`src/hw/rtl/salru_pkg.sv`:
```
`timescale 1ns / 1ps
// ----------------------------------------------------------------------------
// salru_pkg
// Shared types and constants of the set-associative LRU cache simulator.
// ----------------------------------------------------------------------------
package salru_pkg;

    localparam int CFG_IDX_W = 2;
    localparam int CFG_DATA_W = 4;

    localparam logic [CFG_IDX_W-1:0] CFG_SET_BITS = 2'd0;
    localparam logic [CFG_IDX_W-1:0] CFG_OFFSET_BITS = 2'd1;
    localparam logic [CFG_IDX_W-1:0] CFG_WAYS = 2'd2;

    localparam logic [CFG_DATA_W-1:0] RST_SET_BITS = 4'd4;
    localparam logic [CFG_DATA_W-1:0] RST_OFFSET_BITS = 4'd4;
    localparam logic [CFG_DATA_W-1:0] RST_WAYS = 4'd1;

    localparam int CNT_W = 32;

    typedef struct packed {
        logic clear;
        logic accept;
        logic commit;
    } t_dp_cmd;

    typedef struct packed {
        logic clear_last;
        logic out_free;
    } t_dp_sts;

endpackage

```
`src/hw/rtl/salru_ctrl.sv`:
```
`timescale 1ns / 1ps
// ----------------------------------------------------------------------------
// salru_ctrl
// Controller state machine: clearing sweep, accept, lookup and commit.
// ----------------------------------------------------------------------------
module salru_ctrl (
    input  logic              i_clk,
    input  logic              i_rst_n,
    input  logic              i_s_tvalid,
    output logic              o_s_tready,
    input  salru_pkg::t_dp_sts i_sts,
    output salru_pkg::t_dp_cmd o_cmd
);

    localparam logic [1:0] ST_CLEAR = 2'd0;
    localparam logic [1:0] ST_IDLE = 2'd1;
    localparam logic [1:0] ST_LOOK = 2'd2;

    logic [1:0] r_state;
    logic [1:0] n_state;

    always_comb begin
        n_state = r_state;
        o_cmd = '0;
        o_s_tready = 1'b0;
        case (r_state)
            ST_CLEAR: begin
                o_cmd.clear = 1'b1;
                if (i_sts.clear_last) begin
                    n_state = ST_IDLE;
                end
            end
            ST_IDLE: begin
                o_s_tready = 1'b1;
                if (i_s_tvalid) begin
                    o_cmd.accept = 1'b1;
                    n_state = ST_LOOK;
                end
            end
            ST_LOOK: begin
                if (i_sts.out_free) begin
                    o_cmd.commit = 1'b1;
                    n_state = ST_IDLE;
                end
            end
            default: begin
                n_state = ST_CLEAR;
            end
        endcase
    end

    always_ff @(posedge i_clk) begin
        if (!i_rst_n) begin
            r_state <= ST_CLEAR;
        end else begin
            r_state <= n_state;
        end
    end

endmodule

```
`config.mk`:
```
export PLATFORM = sky130hd
export DESIGN_NAME = salru_ctrl
export DESIGN_NICKNAME = d
export VERILOG_FILES = /design/src/hw/rtl/salru_pkg.sv /design/src/hw/rtl/salru_ctrl.sv
export SDC_FILE = /design/constraint.sdc
export NUM_CORES = 1
export LEC_CHECK = 0
export ABC_AREA = 1
export BUFFER_PORTS_ARGS = -buffer_cell sky130_fd_sc_hd__buf_2
export CAP_MARGIN = 40
export CORE_AREA = 8 8 45 47
export DETAILED_ROUTE_END_ITERATION = 7
export DIE_AREA = 0 0 53 55
export GPL_TIMING_DRIVEN = 0
export PLACE_DENSITY = 0.3
export SLEW_MARGIN = 20
export SYNTH_ARGS = -nofsm -noshare
export SYNTH_HDL_FRONTEND = slang
export SYNTH_SLANG_ARGS = --single-unit
export TNS_END_PERCENT = 1
```
`constraint.sdc`:
```
create_clock -name i_clk -period 0.8 [get_ports i_clk]
set_input_delay 0.08 -clock i_clk [delete_from_list [all_inputs] [get_ports i_clk]]
set_output_delay 0.08 -clock i_clk [all_outputs]
set_load 0.01 [all_outputs]
```
==> results.txt, run 1 <==
core area: 1380 sq um
FP Rows: 14
most frequent cells in the layout: buf_2, nand2_1, inv_1
Worst IR Drop VDD: 0.321 mV
syn_area_per_cell: 6.32 sq um
clk buf depth: 2
Regs by FF count: r_state (2)
crit path cell chain: buf_6 -> nor2_4 -> buf_6
DRT Pass-1 Iters: 3
Min-Delay Path Depth: 3
Worst EP arrival: 0.87 ns
CP required: 0.72 ns
vias in the first global route: 153
initial core utilization: 0.0868
Slew Viols, Final: 0
post-synth top area share: 0.333
Crit Path Category: reg2out
Mapped Area: 120 sq um
CTS tree: yes
main area contributors after synthesis: dfxtp_1, inv_1, nand2_1
commonest non-fill, non-tap cell in the layout: buf_2
initial antenna violation count: 0
Synth Instances: 19
Skew-Pair Late Insertion Delay: 0.22 ns
Final Core Density: 0.184
TritonCTS buffer count: 3
hold buffer count at cts: 0
clk sinks: 2
post-DP HPWL: 306 microns
Routability Congestion: 0.630
# Max-Cap Violations: 0
crit-path max FO: 3
number of diodes: 0
DR iter-0 viols: 3
hold path start: i_rst_n
I/O Pins: 9
Synth-to-Final Area Change: 111%
clk_skew: 0.00236 ns
Max-slew headroom: 0.896
DRC: 0
Leak Pwr: 0.000139 uW
crit path launch type: flip-flop
Post-Syn Nets: 24
nets: 39
critical path's slowest cell: dfxtp_2
CP Capture Type: primary output
Chip Width: 53 microns
largest net degree at the start of global routing: 7
capturing point of the worst reg2reg path: r_state[0]
R2R depth: 4
final hold vios: 0
first-pass GRT wire length: 565 microns
Final Cycle Share: 1.19
Total Wirelength: 362 microns
gr usage total: 0.0284
setup ws final: -0.149 ns
gr ovfl total: 0
sequential fraction of the synthesis area: 0.333
synth unique cells: 10
ANT nets after route: 0
yosys warns: 0
pwr dens: 1730 nW/um^2
status: finished with violations
die footprint: 2920 sq um
total power: 440 uW
#FFs+latches synth: 2
layout cells sized above 1: 0.656
CP startpoint: r_state[1]
number of setup violations in the final report: 5
fin crit period: 0.949 ns
root buf cell: clkbuf_4
largest register by flop count: r_state
Critical Path Max Stage Delay: 0.32 ns
I/O Buffers: 8
H-tree level count: 1
routed vias: 154
Hold WC Path Type: in2reg
RSZ-0062 raised after global routing: true
max FFs per register: 2
CTS clk-pin slew, worst paths: 0.03 ns
failing checks: setup timing
area leader, netlist: dfxtp_1
cell with the most instances on the worst path: buf_6
launch point of the worst reg-to-reg path: r_state[1]
vias per inst: 3.21
hold-critical path endpoint: r_state[0]
WL/cell: 7.54 microns
Fmax: 1.05 GHz
Die H: 55 microns
Slew @ Worst Pin: 0.154 ns
flop-to-flop setup slack: -0.02 ns
[area by class of cell]
type / instances / area [sq um]
Fill cell: 172 / 1130
Multi-Input combinational cell: 11 / 72.6
Timing Repair Buffer: 10 / 71.3
Sequential cell: 2 / 45.0
Clock buffer: 3 / 22.5
Inverter: 6 / 22.5
Tap cell: 16 / 20.0
[per-stage QoR]
step | std cells | cell area [sq um] | TNS, ns | hold WS [ns] | worst slack (ns)
after floorplan | 19 | 125 | 0 | 0.201 | 0.0230
after global placement | 43 | 185 | -0.107 | 0.327 | -0.0579
after detailed placement | 43 | 185 | -0.0905 | 0.325 | -0.0511
after CTS | 47 | 236 | -0.616 | 0.0801 | -0.169
after global routing | 48 | 254 | -0.837 | 0.121 | -0.200
final | 48 | 254 | -0.526 | 0.0918 | -0.149
[worst max path at each step]
stage                 endpoint  cells after the start  slack [ns]
CTS                   o_cmd[2]                      3       -0.17
floorplan           r_state[0]                      4        0.02
global route          o_cmd[2]                      3       -0.20
detailed placement    o_cmd[0]                      3       -0.05
finish                o_cmd[2]                      3       -0.15
global placement      o_cmd[0]                      3       -0.06
[logic make-up (layout without fill, tap and decap cells)]
kind of cell | Yosys count | count (layout) | share of synthesized area
compound gates | 2 | 2 | 0.104
simple gates | 9 | 9 | 0.375
flops | 2 | 2 | 0.333
buf+inv | 6 | 19 | 0.187
[power by group]
part	switching [uW]	internal (uW)
logic	46.1	54.3
registers	13.4	110
clock network	51.2	165
[what timing repair did]
| action | 4_1_cts | 5_1_grt |
|---|---|---|
| pin swaps | 2 | 4 |
| resized for setup | 7 | 3 |
| setup buffers | 1 | 1 |
| endpoints found under the setup margin | 4 | 5 |
[routing by layer]
layer	part of all wire	track usage	wire length, microns	vias to the layer above
met4	0	0.0517	0	0
li1	-	-	-	83
met2	0.56	0.0410	204	5
met3	0.12	0.0160	42	0
met1	0.31	0.0197	114	66
met5	0	0	0	-
[cells in the mapped netlist (all sizes together)]
cell type / number
nand3: 2
a21boi: 1
nor3: 1
nand2: 4
nor2: 2
o21ai: 1
dfxtp: 2
inv: 6
[worst max-delay path, delay by kind of cell, from the launching register on]
family | cells | cell delay (ns)
DFF | 1 | 0.32
buffers and inverters | 2 | 0.23
and+or+nand+nor | 1 | 0.11
No activity file was read; power rests on OpenSTA's default activity.
==> run 2, diff against run 1 <==
- ABC_AREA: 1 -> 0
==> run 2 against run 1 <==
The run still ends with setup timing left. Critical endpoint is now o_cmd[1]. Cell count down 19%. Largest cell class unchanged. Hold slack worse by 0.00080 ns. Synthesized cell count down 37%.
==> results.txt, run 2 <==
CP Capture Type: primary output
initial core utilization: 0.0832
critical path's slowest cell: dfxtp_4
final hold vios: 0
CP required: 0.72 ns
Post-Synth XOR/XNOR Area: 0
launch point of the worst reg-to-reg path: r_state[1]
RSZ-0062 raised after global routing: true
fin crit period: 1.00 ns
die footprint: 2920 sq um
Internal: 320 uW
initial antenna violation count: 0
failing checks: setup timing
Hold Slack: 0.0910 ns
Slew @ Worst Pin: 0.161 ns
vias in the first global route: 142
P_sw: 93.5 uW
main area contributors after synthesis: dfxtp_1, mux2_4, and3b_2
Mapped Area: 115 sq um
Compound-Gate Fraction of Synth Area: 0.196
Regs by FF count: r_state (2)
gr ovfl total: 0
Slew Viols, Final: 0
CP startpoint: r_state[1]
Critical Path Sink: o_cmd[1]
#FFs+latches synth: 2
Commonest cells post-synth: dfxtp_1, nor2_1
postcts setup bufs: 0
syn_area_per_cell: 9.59 sq um
Leak Pwr: 0.000105 uW
area leader, netlist: dfxtp_1
Post-synth EDFFs: 0
largest family of logic cells by synthesized area: simple AND/OR/NAND/NOR gates
largest register by flop count: r_state
WL/cell: 9.92 microns
yosys warns: 0
Synth Area in Simple Gates: 0.326
status: finished with violations
Critical Path Max Stage Delay: 0.36 ns
DRC: 0
synth unique cells: 10
CTS tree: yes
crit path launch type: flip-flop
post-synthesis mux area share: 0.130
ANT nets after route: 0
clk_skew: 0.00214 ns
Synth Instances: 12
Chip Width: 53 microns
routed vias: 130
sequential share of power: 0.289
pwr dens: 1920 nW/um^2
# Max-Cap Violations: 0
first-pass GRT wire length: 593 microns
number of setup violations in the final report: 6
Total Wirelength: 387 microns
commonest non-fill, non-tap cell in the layout: buf_2
Comb power frac: 0.185
I/O Buffers: 8
total power: 413 uW
nets: 30
sequential fraction of the synthesis area: 0.348
post-DP HPWL: 318 microns
Skew-Pair Late Insertion Delay: 0.22 ns
Hold WC Path Type: in2reg
Worst IR Drop VDD: 0.494 mV
core area: 1380 sq um
DRT Pass-1 Iters: 2
clk buf depth: 2
post-synth top area share: 0.348
Worst EP arrival: 0.92 ns
ys flop type: dfxtp_1
Crit Path Category: reg2out
most frequent cells in the layout: buf_2, clkbuf_4, nor2_1, buf_6
flop-to-flop setup slack: -0.17 ns
crit-path max FO: 7
Final Core Density: 0.156
setup_tns: -0.843 ns
Die H: 55 microns
H-tree level count: 1
switching share of power: 0.226
crit path cell chain: and3b_2 -> buf_6
Max-slew headroom: 0.892
setup ws final: -0.203 ns
Clk pwr share: 0.527
Routability Congestion: 0.657
layout cells sized above 1: 0.696
hold buffer count at cts: 0
I/O Pins: 9
post-synthesis adder-cell area fraction: 0
TritonCTS buffer count: 3
clk sinks: 2
DR iter-0 viols: 4
Synth-to-Final Area Change: 87.0%
number of diodes: 0
R2R depth: 2
vias per inst: 3.33
max FFs per register: 2
CTS clk-pin slew, worst paths: 0.03 ns
asr flop ratio synth: 0
largest net degree at the start of global routing: 8
FP Rows: 14
capturing point of the worst reg2reg path: r_state[0]
root buf cell: clkbuf_4
Post-Syn Nets: 17
Fmax: 0.997 GHz
Final Cycle Share: 1.25
gr usage total: 0.0306
==> run 2: changes by cell type after synthesis, sizes merged <==
cell / change
mux2: +1
o21a: +1
nor3: -1
nand2: -3
and2b: +1
inv: -6
o211a: +1
a21boi: -1
nor3b: +1
and3b: +1
nand3: -2
==> run 2: cell families after synthesis <==
group,count (synthesis)
compound gates,3
flops,2
mux,1
simple gates,6
==> run 2: final cells by class <==
| type | instances | area [sq um] |
|---|---|---|
| Tap cell | 16 | 20.0 |
| Multi-Input combinational cell | 10 | 75.1 |
| Sequential cell | 2 | 45.0 |
| Fill cell | 160 | 1170 |
| Clock buffer | 3 | 22.5 |
| Timing Repair Buffer | 8 | 52.6 |
==> run 2: timing repair <==
item	in CTS	in global routing
resized for setup	4	0
setup endpoints to repair	6	6
pin swaps	0	0
==> run 2: critical path: cells and delay by family, from the launching register on <==
kind / cells / cell delay [ns]
flip-flops: 1 / 0.36
AND/OR/NAND/NOR: 1 / 0.22
buffers and inverters: 1 / 0.12
==> run 2: metrics by stage <==
stage / setup WS [ns] / cells / cell area, sq um
floorplan: -0.143 / 12 / 116
global placement: -0.179 / 36 / 176
detailed placement: -0.189 / 36 / 176
CTS: -0.217 / 39 / 215
global route: -0.238 / 39 / 215
finish: -0.203 / 39 / 215
==> run 2: worst min path at each step <==
stage / startpoint / endpoint / slack, ns / depth (start not counted)
after CTS: i_rst_n / r_state[1] / 0.09 / 2
after floorplan: i_rst_n / r_state[1] / 0.20 / 1
after detailed placement: i_rst_n / r_state[1] / 0.32 / 2
after global placement: i_rst_n / r_state[1] / 0.32 / 2
after global routing: i_rst_n / r_state[0] / 0.11 / 2
final: i_rst_n / r_state[1] / 0.09 / 2
==> run 2: power by group through the flow <==
stage	clock network, uW	logic (uW)	registers, uW
global placement	0	66.2	121
CTS	235	77.9	119
detailed placement	0	66.4	122
floorplan	0	36.4	118
finish	218	76.4	119
global route	235	82.7	122
==> run 2: layer usage <==
metal	track usage	vias up	wire [microns]
met4	0.0388	0	0
li1	-	65	-
met3	0.0321	0	88
met1	0.0257	56	168
met2	0.0352	9	129
met5	0	-	0
==> run 3, diff against run 2 <==
- TNS_END_PERCENT: 1 -> unset
==> run 3 against run 2 <==
The run still ends with setup timing left. Die area stayed put. Utilization is 0.72 points higher. Cell count is 2.6% higher. Combinational power is 5.9% higher. Fmax is 0.17% higher. Count of clock-buffer cells in the layout stayed put. First-iteration DRC count is 100% lower. Routed wire length is 0.26% higher. Register-to-register slack worse by 0.02 ns. Global-route usage is 0.22 points higher. Critical endpoint unchanged.
==> results.txt, run 3 (same netlist as run 2, synthesis figures left out) <==
gr usage total: 0.0327
fin crit period: 1.00 ns
Routability Congestion: 0.677
Skew-Pair Late Insertion Delay: 0.22 ns
commonest non-fill, non-tap cell in the layout: buf_2
RSZ-0062 raised after global routing: true
pwr dens: 1840 nW/um^2
CTS tree: yes
CP Capture Type: primary output
H-tree level count: 1
setup ws final: -0.201 ns
DR iter-0 viols: 0
hold path start: i_rst_n
max FFs per register: 2
hold buffer count at cts: 0
FP Rows: 14
I/O Pins: 9
routed vias: 139
Chip Width: 53 microns
Final Cycle Share: 1.25
vias in the first global route: 150
Die H: 55 microns
gr ovfl total: 0
Fmax: 0.999 GHz
global route hottest layer: met4
nets: 31
failing checks: setup timing
setup_tns: -0.971 ns
initial core utilization: 0.0832
Fillers: 158
core area: 1380 sq um
DRT Pass-1 Iters: 1
Worst IR Drop VDD: 0.506 mV
# Max-Cap Violations: 0
WL/cell: 9.70 microns
final hold vios: 0
Slew @ Worst Pin: 0.171 ns
met1 Use GR: 0.0242
clk_skew: 0.00214 ns
Final Core Density: 0.163
CP startpoint: r_state[1]
die footprint: 2920 sq um
M3 GR Usage: 0.0374
number of setup violations in the final report: 6
Leak Pwr: 0.000111 uW
clk sinks: 2
Regs by FF count: r_state (2)
number of diodes: 0
ANT nets after route: 0
Synth-to-Final Area Change: 95.7%
I/O Buffers: 8
most frequent cells in the layout: buf_2, clkbuf_4, nor2_1, buf_6, dfxtp_4
Crit Path Category: reg2out
layout cells sized above 1: 0.708
Hold WC Path Type: in2reg
first-pass GRT wire length: 627 microns
clk buf depth: 2
crit-path max FO: 7
Max-slew headroom: 0.886
Worst EP arrival: 0.92 ns
CTS clk-pin slew, worst paths: 0.03 ns
Total Wirelength: 388 microns
TritonCTS buffer count: 3
initial antenna violation count: 0
crit path launch type: flip-flop
status: finished with violations
CP required: 0.72 ns
Slew Viols, Final: 0
largest net degree at the start of global routing: 8
routing usage on met2: 0.0352
DRC: 0
vias per inst: 3.48
largest register by flop count: r_state
launch point of the worst reg-to-reg path: r_state[1]
root buf cell: clkbuf_4
-- run 3: cell count changes in the layout (fill, tap and decap cells not counted), sizes merged --
cell,change
buf,+1
-- run 3: routing by layer --
metal	up-vias	share of wire
li1	67	-
met1	61	0.40
met2	9	0.33
met3	2	0.23
met4	0	0.031
met5	-	0
-- run 3: path summary, 6_finish.rpt --
check             cells past startpoint    endpoint  slack [ns]
hold / removal                        2  r_state[1]        0.09
setup reg to reg                      2  r_state[0]       -0.19
hold reg to reg                       1  r_state[0]        0.53
setup / recovery                      2    o_cmd[1]       -0.20
-- run 3: stage by stage --
step	worst slack, ns	total power, uW	hold slack (ns)	instance area [sq um]	instances
after floorplan	-0.143	155	0.197	116	12
after global placement	-0.181	187	0.313	176	36
after detailed placement	-0.189	187	0.312	176	36
after CTS	-0.212	431	0.0784	223	40
after global routing	-0.235	446	0.105	225	40
final	-0.201	416	0.0939	225	40
-- run 3: critical path: stages (launching register included) --
cell,delay [ns]
dfxtp_4,0.36
and3b_2,0.22
buf_6,0.12
-- run 3: final cells by class --
| type | instances | area, sq um | area share |
|---|---|---|---|
| well taps | 16 | 20.0 | 0.0889 |
| repair buffers | 9 | 60.1 | 0.267 |
| clock buffers | 3 | 22.5 | 0.100 |
| flip-flops and latches | 2 | 47.5 | 0.211 |
| multi-input cells | 10 | 75.1 | 0.333 |
-- run 3: repair_timing --
action                                 4_1_cts  5_1_grt
setup buffers                                1        0
endpoints found under the hold margin        0        0
setup endpoints to repair                    6        6
resized for setup                            4        1
pin swaps                                    1        1
-- run 3: where the power goes --
| group | leakage [uW] | internal (uW) | switching [uW] |
|---|---|---|---|
| logic | 0.0000798 | 50.3 | 30.6 |
| clock network | 0.0000138 | 165 | 51.0 |
| registers | 0.0000178 | 107 | 11.7 |
| total | 0.000111 | 322 | 93.2 |
